**config.mk**
```make
export PLATFORM = sky130hd
export DESIGN_NAME = optical_flow_frame_parser
export DESIGN_NICKNAME = d
export VERILOG_FILES = /design/src/design/ofp_pkg.sv /design/src/design/optical_flow_frame_parser.sv /design/src/design/ofp_byte_cell.sv /design/src/design/ofp_ctrl.sv
export SDC_FILE = /design/constraint.sdc
export NUM_CORES = 1
export LEC_CHECK = 0
export BUFFER_PORTS_ARGS = -buffer_cell sky130_fd_sc_hd__buf_2
export CORE_MARGIN = 2
export CORE_UTILIZATION = 45
export DETAILED_ROUTE_END_ITERATION = 8
export PLACE_DENSITY_LB_ADDON = 0.12
export SETUP_SLACK_MARGIN = 0.02
export SYNTH_ARGS = -nofsm -noshare
export SYNTH_HDL_FRONTEND = slang
export SYNTH_SLANG_ARGS = --single-unit
```
**constraint.sdc**
```tcl
create_clock -name clk -period 8.3 [get_ports clk]
set_input_delay 0 -clock clk [delete_from_list [all_inputs] [get_ports clk]]
set_output_delay 0 -clock clk [all_outputs]
set_load 0.02 [all_outputs]
```
**src/design/ofp_pkg.sv**
```systemverilog
// Shared types and constants for the optical flow frame parser.
// Used by ofp_ctrl, ofp_byte_cell and optical_flow_frame_parser; no dependencies.
`timescale 1ns / 1ps

package ofp_pkg;

  localparam int unsigned BYTE_W      = 8;
  localparam int unsigned WORD_W      = 16;
  localparam int unsigned PAYLOAD_LEN = 10;
  localparam int unsigned CNT_W       = $clog2(PAYLOAD_LEN + 1);

  localparam logic [BYTE_W-1:0] START_BYTE = 8'hFE;
  localparam logic [BYTE_W-1:0] LEN_BYTE   = 8'h0A;
  localparam logic [BYTE_W-1:0] END_BYTE   = 8'h55;

  localparam logic [CNT_W-1:0] CNT_FULL = CNT_W'(PAYLOAD_LEN);

  // Frame phase, one-hot
  typedef enum logic [4:0] {
    PH_HUNT = 5'b00001,
    PH_LEN  = 5'b00010,
    PH_DATA = 5'b00100,
    PH_SUM  = 5'b01000,
    PH_END  = 5'b10000
  } phase_t;

  // Controls from the frame sequencer to the datapath
  typedef struct packed {
    logic shift;  // move the payload chain by one byte
    logic emit;   // the item closes a valid frame
  } ofp_ctl_t;

endpackage

```
**src/design/optical_flow_frame_parser.sv**
```systemverilog
// Top level of the optical flow frame parser: sequencer, payload byte chain, result register.
// Depends on ofp_pkg, ofp_ctrl and ofp_byte_cell.
`timescale 1ns / 1ps

// Takes one received byte per cycle and emits one result per valid frame
// (0xFE, 0x0A, ten payload bytes, checksum, 0x55). The result is presented in
// the cycle after the end byte is accepted and is
// held in a single output register until taken. in_stall is raised only when
// that register holds an untaken, stalled result and the byte offered is an
// end byte slot, so all other bytes keep flowing at one per cycle. Payload
// bytes travel through a ten-cell shift chain; the checksum is not checked.
module optical_flow_frame_parser (
  input  logic               clk,
  input  logic               rst_n,
  input  logic               in_valid,
  output logic               in_stall,
  input  logic [7:0]         in_rx_byte,
  output logic               out_valid,
  input  logic               out_stall,
  output logic signed [15:0] out_vel_x,
  output logic signed [15:0] out_vel_y,
  output logic [7:0]         out_quality,
  output logic [7:0]         out_version
);

  localparam int unsigned NCELL = ofp_pkg::PAYLOAD_LEN;

  ofp_pkg::phase_t   phase;
  ofp_pkg::ofp_ctl_t ctl;
  logic              accept;
  logic              out_full_stalled;

  // chain[0] is the incoming byte; chain[k] is the output of cell k-1
  logic [ofp_pkg::BYTE_W-1:0] chain [NCELL+1];

  logic                       out_valid_r, out_valid_nxt;
  logic [ofp_pkg::WORD_W-1:0] vel_x_r, vel_y_r;
  logic [ofp_pkg::BYTE_W-1:0] quality_r, version_r;

  // Stall only the end byte while a result is waiting and stalled
  assign out_full_stalled = out_valid_r && out_stall;
  assign in_stall         = out_full_stalled && (phase == ofp_pkg::PH_END);
  assign accept           = in_valid && !in_stall;

  ofp_ctrl u_ctrl (
    .clk     (clk),
    .rst_n   (rst_n),
    .accept  (accept),
    .rx_byte (in_rx_byte),
    .phase   (phase),
    .ctl     (ctl)
  );

  // Payload chain: after ten shifts cell k holds payload byte 9-k
  assign chain[0] = in_rx_byte;

  for (genvar k = 0; k < NCELL; k++) begin : g_cell
    ofp_byte_cell u_cell (
      .clk   (clk),
      .shift (ctl.shift),
      .d_in  (chain[k]),
      .d_out (chain[k+1])
    );
  end

  // Result valid: set on emit, clear when taken
  always_comb begin
    out_valid_nxt = out_valid_r;
    if (out_valid_r && !out_stall) out_valid_nxt = 1'b0;
    if (ctl.emit)                  out_valid_nxt = 1'b1;
  end

  always_ff @(posedge clk) begin
    if (!rst_n) begin
      out_valid_r <= 1'b0;
    end else begin
      out_valid_r <= out_valid_nxt;
    end
  end

  // Load the result: negate both flow words, pass quality and version
  always_ff @(posedge clk) begin
    if (ctl.emit) begin
      vel_x_r   <= ofp_pkg::WORD_W'(0) - {chain[NCELL-1], chain[NCELL]};
      vel_y_r   <= ofp_pkg::WORD_W'(0) - {chain[NCELL-3], chain[NCELL-2]};
      quality_r <= chain[2];
      version_r <= chain[1];
    end
  end

  assign out_valid   = out_valid_r;
  assign out_vel_x   = $signed(vel_x_r);
  assign out_vel_y   = $signed(vel_y_r);
  assign out_quality = quality_r;
  assign out_version = version_r;

  // A result is only produced when the register is free or being emptied
  a_no_overwrite: assert property (@(posedge clk) disable iff (!rst_n)
    ctl.emit |-> !out_full_stalled)
    else $error("result overwritten while stalled");

  // An emitted result shows up in the next cycle
  a_emit_visible: assert property (@(posedge clk) disable iff (!rst_n)
    ctl.emit |=> out_valid)
    else $error("emitted result not presented");

  // Chain never shifts outside the payload phase
  a_shift_phase: assert property (@(posedge clk) disable iff (!rst_n)
    ctl.shift |-> (accept && phase == ofp_pkg::PH_DATA))
    else $error("payload chain shifted outside the payload phase");

endmodule

```
**src/design/ofp_byte_cell.sv**
```systemverilog
// One byte cell of the payload chain: holds a byte and hands it on to the next cell.
// Depends on ofp_pkg.
`timescale 1ns / 1ps

module ofp_byte_cell (
  input  logic                      clk,
  input  logic                      shift,
  input  logic [ofp_pkg::BYTE_W-1:0] d_in,
  output logic [ofp_pkg::BYTE_W-1:0] d_out
);

  logic [ofp_pkg::BYTE_W-1:0] byte_r;
  logic [ofp_pkg::BYTE_W-1:0] byte_nxt;

  // Take the neighbor's byte on a shift, otherwise hold
  always_comb begin
    byte_nxt = shift ? d_in : byte_r;
  end

  always_ff @(posedge clk) begin
    byte_r <= byte_nxt;
  end

  assign d_out = byte_r;

endmodule

```
**src/design/ofp_ctrl.sv**
```systemverilog
// Frame sequencer: tracks the frame phase and the payload byte count.
// Depends on ofp_pkg.
`timescale 1ns / 1ps

module ofp_ctrl (
  input  logic                       clk,
  input  logic                       rst_n,
  input  logic                       accept,
  input  logic [ofp_pkg::BYTE_W-1:0] rx_byte,
  output ofp_pkg::phase_t            phase,
  output ofp_pkg::ofp_ctl_t          ctl
);

  ofp_pkg::phase_t          phase_r, phase_nxt;
  logic [ofp_pkg::CNT_W-1:0] count_r, count_nxt;

  // Next phase and count for the accepted item
  always_comb begin
    phase_nxt = phase_r;
    count_nxt = count_r;
    ctl       = '0;
    if (accept) begin
      unique case (phase_r)
        ofp_pkg::PH_LEN: begin
          if (rx_byte == ofp_pkg::LEN_BYTE) phase_nxt = ofp_pkg::PH_DATA;
        end
        ofp_pkg::PH_DATA: begin
          if (count_r < ofp_pkg::CNT_FULL) begin
            ctl.shift = 1'b1;
            count_nxt = count_r + 1'b1;
          end
          if (count_nxt >= ofp_pkg::CNT_FULL) phase_nxt = ofp_pkg::PH_SUM;
        end
        ofp_pkg::PH_SUM: begin
          phase_nxt = ofp_pkg::PH_END;
        end
        ofp_pkg::PH_END: begin
          phase_nxt = ofp_pkg::PH_HUNT;
          count_nxt = '0;
          ctl.emit  = (rx_byte == ofp_pkg::END_BYTE);
        end
        default: begin
          phase_nxt = (rx_byte == ofp_pkg::START_BYTE) ? ofp_pkg::PH_LEN
                                                       : ofp_pkg::PH_HUNT;
        end
      endcase
    end
  end

  always_ff @(posedge clk) begin
    if (!rst_n) begin
      phase_r <= ofp_pkg::PH_HUNT;
      count_r <= '0;
    end else begin
      phase_r <= phase_nxt;
      count_r <= count_nxt;
    end
  end

  assign phase = phase_r;

  // Count stays within the payload length
  a_count_range: assert property (@(posedge clk) disable iff (!rst_n)
    count_r <= ofp_pkg::CNT_FULL)
    else $error("payload count out of range");

  // No stored bytes while hunting or waiting for the length byte
  a_count_clear: assert property (@(posedge clk) disable iff (!rst_n)
    (phase_r == ofp_pkg::PH_HUNT || phase_r == ofp_pkg::PH_LEN) |-> count_r == '0)
    else $error("payload count not clear outside a frame");

  // A full payload is held when the end byte is due
  a_end_full: assert property (@(posedge clk) disable iff (!rst_n)
    (phase_r == ofp_pkg::PH_SUM || phase_r == ofp_pkg::PH_END) |-> count_r == ofp_pkg::CNT_FULL)
    else $error("frame closing without a full payload");

  // The last payload byte moves the frame on to the checksum
  a_last_byte: assert property (@(posedge clk) disable iff (!rst_n)
    (accept && phase_r == ofp_pkg::PH_DATA && count_r == ofp_pkg::CNT_FULL - 1'b1)
      |=> phase_r == ofp_pkg::PH_SUM)
    else $error("payload phase did not end after the last byte");

endmodule

```
==> qor.csv <==
metric,value,unit
total number of vias,2617,
Finish-stage setup viols,0,
WHS Path Cells,2,
num ports,62,
Final Skew,0.0100,ns
CP Max Fanout,48,
"buffers from clock root to sink, at most",2,
Starting DRT DRC Count,155,
Worst-path clk slew,0.06,ns
synthesized flop and latch total,138,
Final Hold Viols,0,
post-synth top area share,0.760,
Post-synth EDFFs,128,
RR Startpoint,u_ctrl.phase[1],
Startpoint Class,register,
synth warn,0,
Worst setup EP type,register,
H-Tree Depth,4,
cell taking the most area after synthesis,edfxtp_1,
Post-Synth Simple-Gate Area,0.0977,
DR pass1 iterations,4,
setup ws final,5.85,ns
main combinational cell family by area after synthesis,simple AND/OR/NAND/NOR gates,
library cells used by synthesis,41,
worst hold slack,0.232,ns
prevailing post-synth register cell,edfxtp_1,
RR Endpoint,out_vel_x[12],
die outline height,110,um
FF-to-FF path depth,4,
HPWL Detailed,4820,um
WS Path Type,register to register,
status,finished clean,
PwrDens,239,nW/um2
worst setup slack after placement,5.87,ns
clock sink count,138,
total wire length,7660,um
register area share after synthesis,0.800,
Tightest Hold Check Type,input pin to register,
Final ANT Viol Nets,0,
# port buffers,61,
gr ovfl total,0,
largest net degree at the start of global routing,81,
layout cells sized above 1,0.286,
CP max-delay cell,inv_2,
first-pass GRT wire length,12500,um
post-synthesis adder-cell area fraction,0.00742,
Worst R2R Setup Slack,5.85,ns
Total Power,1.49,mW
Max Freq,409,MHz
synthesized instance count,289,
crit-path cells,nor3_2 > nand4_1 > or3_1 > inv_2,
Post-CTS Resized,0,
Total Routing Usage GR,0.141,
Via density,4.92,
Max transition margin,0.314,
Worst EP arrival,2.57,ns
clk root buf,clkbuf_8,
Top Family by Delay on Critical Path,simple AND/OR/NAND/NOR gates,
most instantiated cells after synthesis,"edfxtp_1, xnor2_1, nor2_1",
Max-cap violations,0,
worst vdd ir,0.000128,V
Finished Core Util,0.572,
leakage power,2.11,nW
fin. max-slew vios,0,
Final GP Congestion,0.828,
antenna fix cells,0,
setup TNS,0,ns
later-pin clock latency in the skew report,0.51,ns
DRC violations left,0,
CTS tree,yes,
post-synthesis cell area,5060,um2
xor/xnor share of the synthesized area,0.0520,
fin crit period,2.45,ns
ys async rst share,0,
nets,394,
die width,110,um
area grow syn2layout,23.2,%
vias in the first global route,2494,
mux cell area share after synthesis,0.00198,
Core Region,10900,um2
Mean Syn Cell Area,17.5,um2
Routed WL per cell,14.4,um
initial antenna violation count,0,
CP required,8.42,ns
Area contributors post-synth,"edfxtp_1, xnor2_1, dfxtp_1, nor3_2, nor2_1",
compound-cell area share of the yosys netlist,0.0336,
worst min-delay path endpoint,g_cell[0].u_cell.d_out[0],
row count,38,
final worst-path cycle share,0.295,
RSZ-0062 raised after global routing,false,
Initial Utilization,0.464,
syn_nets,304,
hold_sp,in_rx_byte[0],
worst slew pin tran,1.03,ns
total die area,12100,um2
Max stage delay on crit path,0.71,ns
top-count cell post-synth,edfxtp_1,
Num CTS Buffers,17,
Buf/Inv on CP,1,
[area by class of cell]
cell class | count | area [um2]
clock buffers | 17 | 414
clock inverters | 15 | 164
fillers | 848 | 4660
inverters | 8 | 30.0
multi-input cells | 141 | 980
flip-flops and latches | 138 | 4040
well taps | 140 | 175
repair buffers | 73 | 423
[routing by layer]
metal / vias to the layer above / wire, um / global-route usage
met5: - / 0 / 0
met4: 0 / 125 / 0.0669
met3: 10 / 402 / 0.0529
met2: 62 / 3810 / 0.219
met1: 1256 / 3320 / 0.177
li1: 1289 / - / -
[logic make-up after synthesis]
kind of cell | count (synthesis)
DFF | 138
xor gates and xnor gates | 30
adders and majority gates | 3
muxes | 1
buffers and inverters | 10
AOI/OAI and AO/OA | 24
and+or+nand+nor | 83
[cells in the final DEF, fill, tap and decap left out, drive strengths merged, types with 2 or more instances in the layout]
cell and instances:
nor4 5, inv 14, a21oi 5, or3 5, edfxtp 128, o21ai 5
nand2 14, xor2 6, buf 62, clkbuf 17, nor2b 3, bufinv 2
dfxtp 10, ha 3, nor2 16, nand2b 4, o21ba 2, o31ai 2
clkinv 5, nand4 2, o21a 2, nor3 19, nand3 6, clkinvlp 2
and2b 2, or4 2, xnor2 24, dlygate4sd3 11
[sequential cells by signal, indices dropped and copies added, names as in the netlist]
signal / count
out_version: 8
out_vel_x: 16
out_quality: 8
out_vel_y: 16
u_ctrl.phase: 5
out_valid: 1
g_cell.u_cell.d_out: 80
u_ctrl.count_r: 4
[timing repair]
item	4_1_cts	5_1_grt
endpoints found under the hold margin	18	0
hold buffers	11	0
setup buffers	0	0
[worst max-delay path by stage]
stage,from,endpoint,slack [ns],depth (start not counted)
after CTS,u_ctrl.phase[1],out_vel_y[14],5.86,4
after floorplan,u_ctrl.phase[1],g_cell[0].u_cell.d_out[0],1.49,3
after detailed placement,u_ctrl.phase[1],out_vel_y[1],5.87,4
after global routing,u_ctrl.phase[4],out_vel_x[9],5.64,4
final,u_ctrl.phase[1],out_vel_x[12],5.85,4
after global placement,u_ctrl.phase[1],out_vel_y[13],5.97,4
[through the flow]
stage	instance area (um2)	cells
floorplan	5060	289
global placement	5540	489
detailed placement	5540	489
CTS	6230	532
global route	6230	532
finish	6230	532
[power breakdown]
| part | total (mW) | internal, mW | switching [mW] | leakage (nW) |
|---|---|---|---|---|
| Sequential | 0.749 | 0.749 | 0.000464 | 1.23 |
| Combinational | 0.0131 | 0.00715 | 0.00590 | 0.605 |
| Clock | 0.724 | 0.433 | 0.291 | 0.277 |
Note: power is estimated with default switching activity, not from simulation.
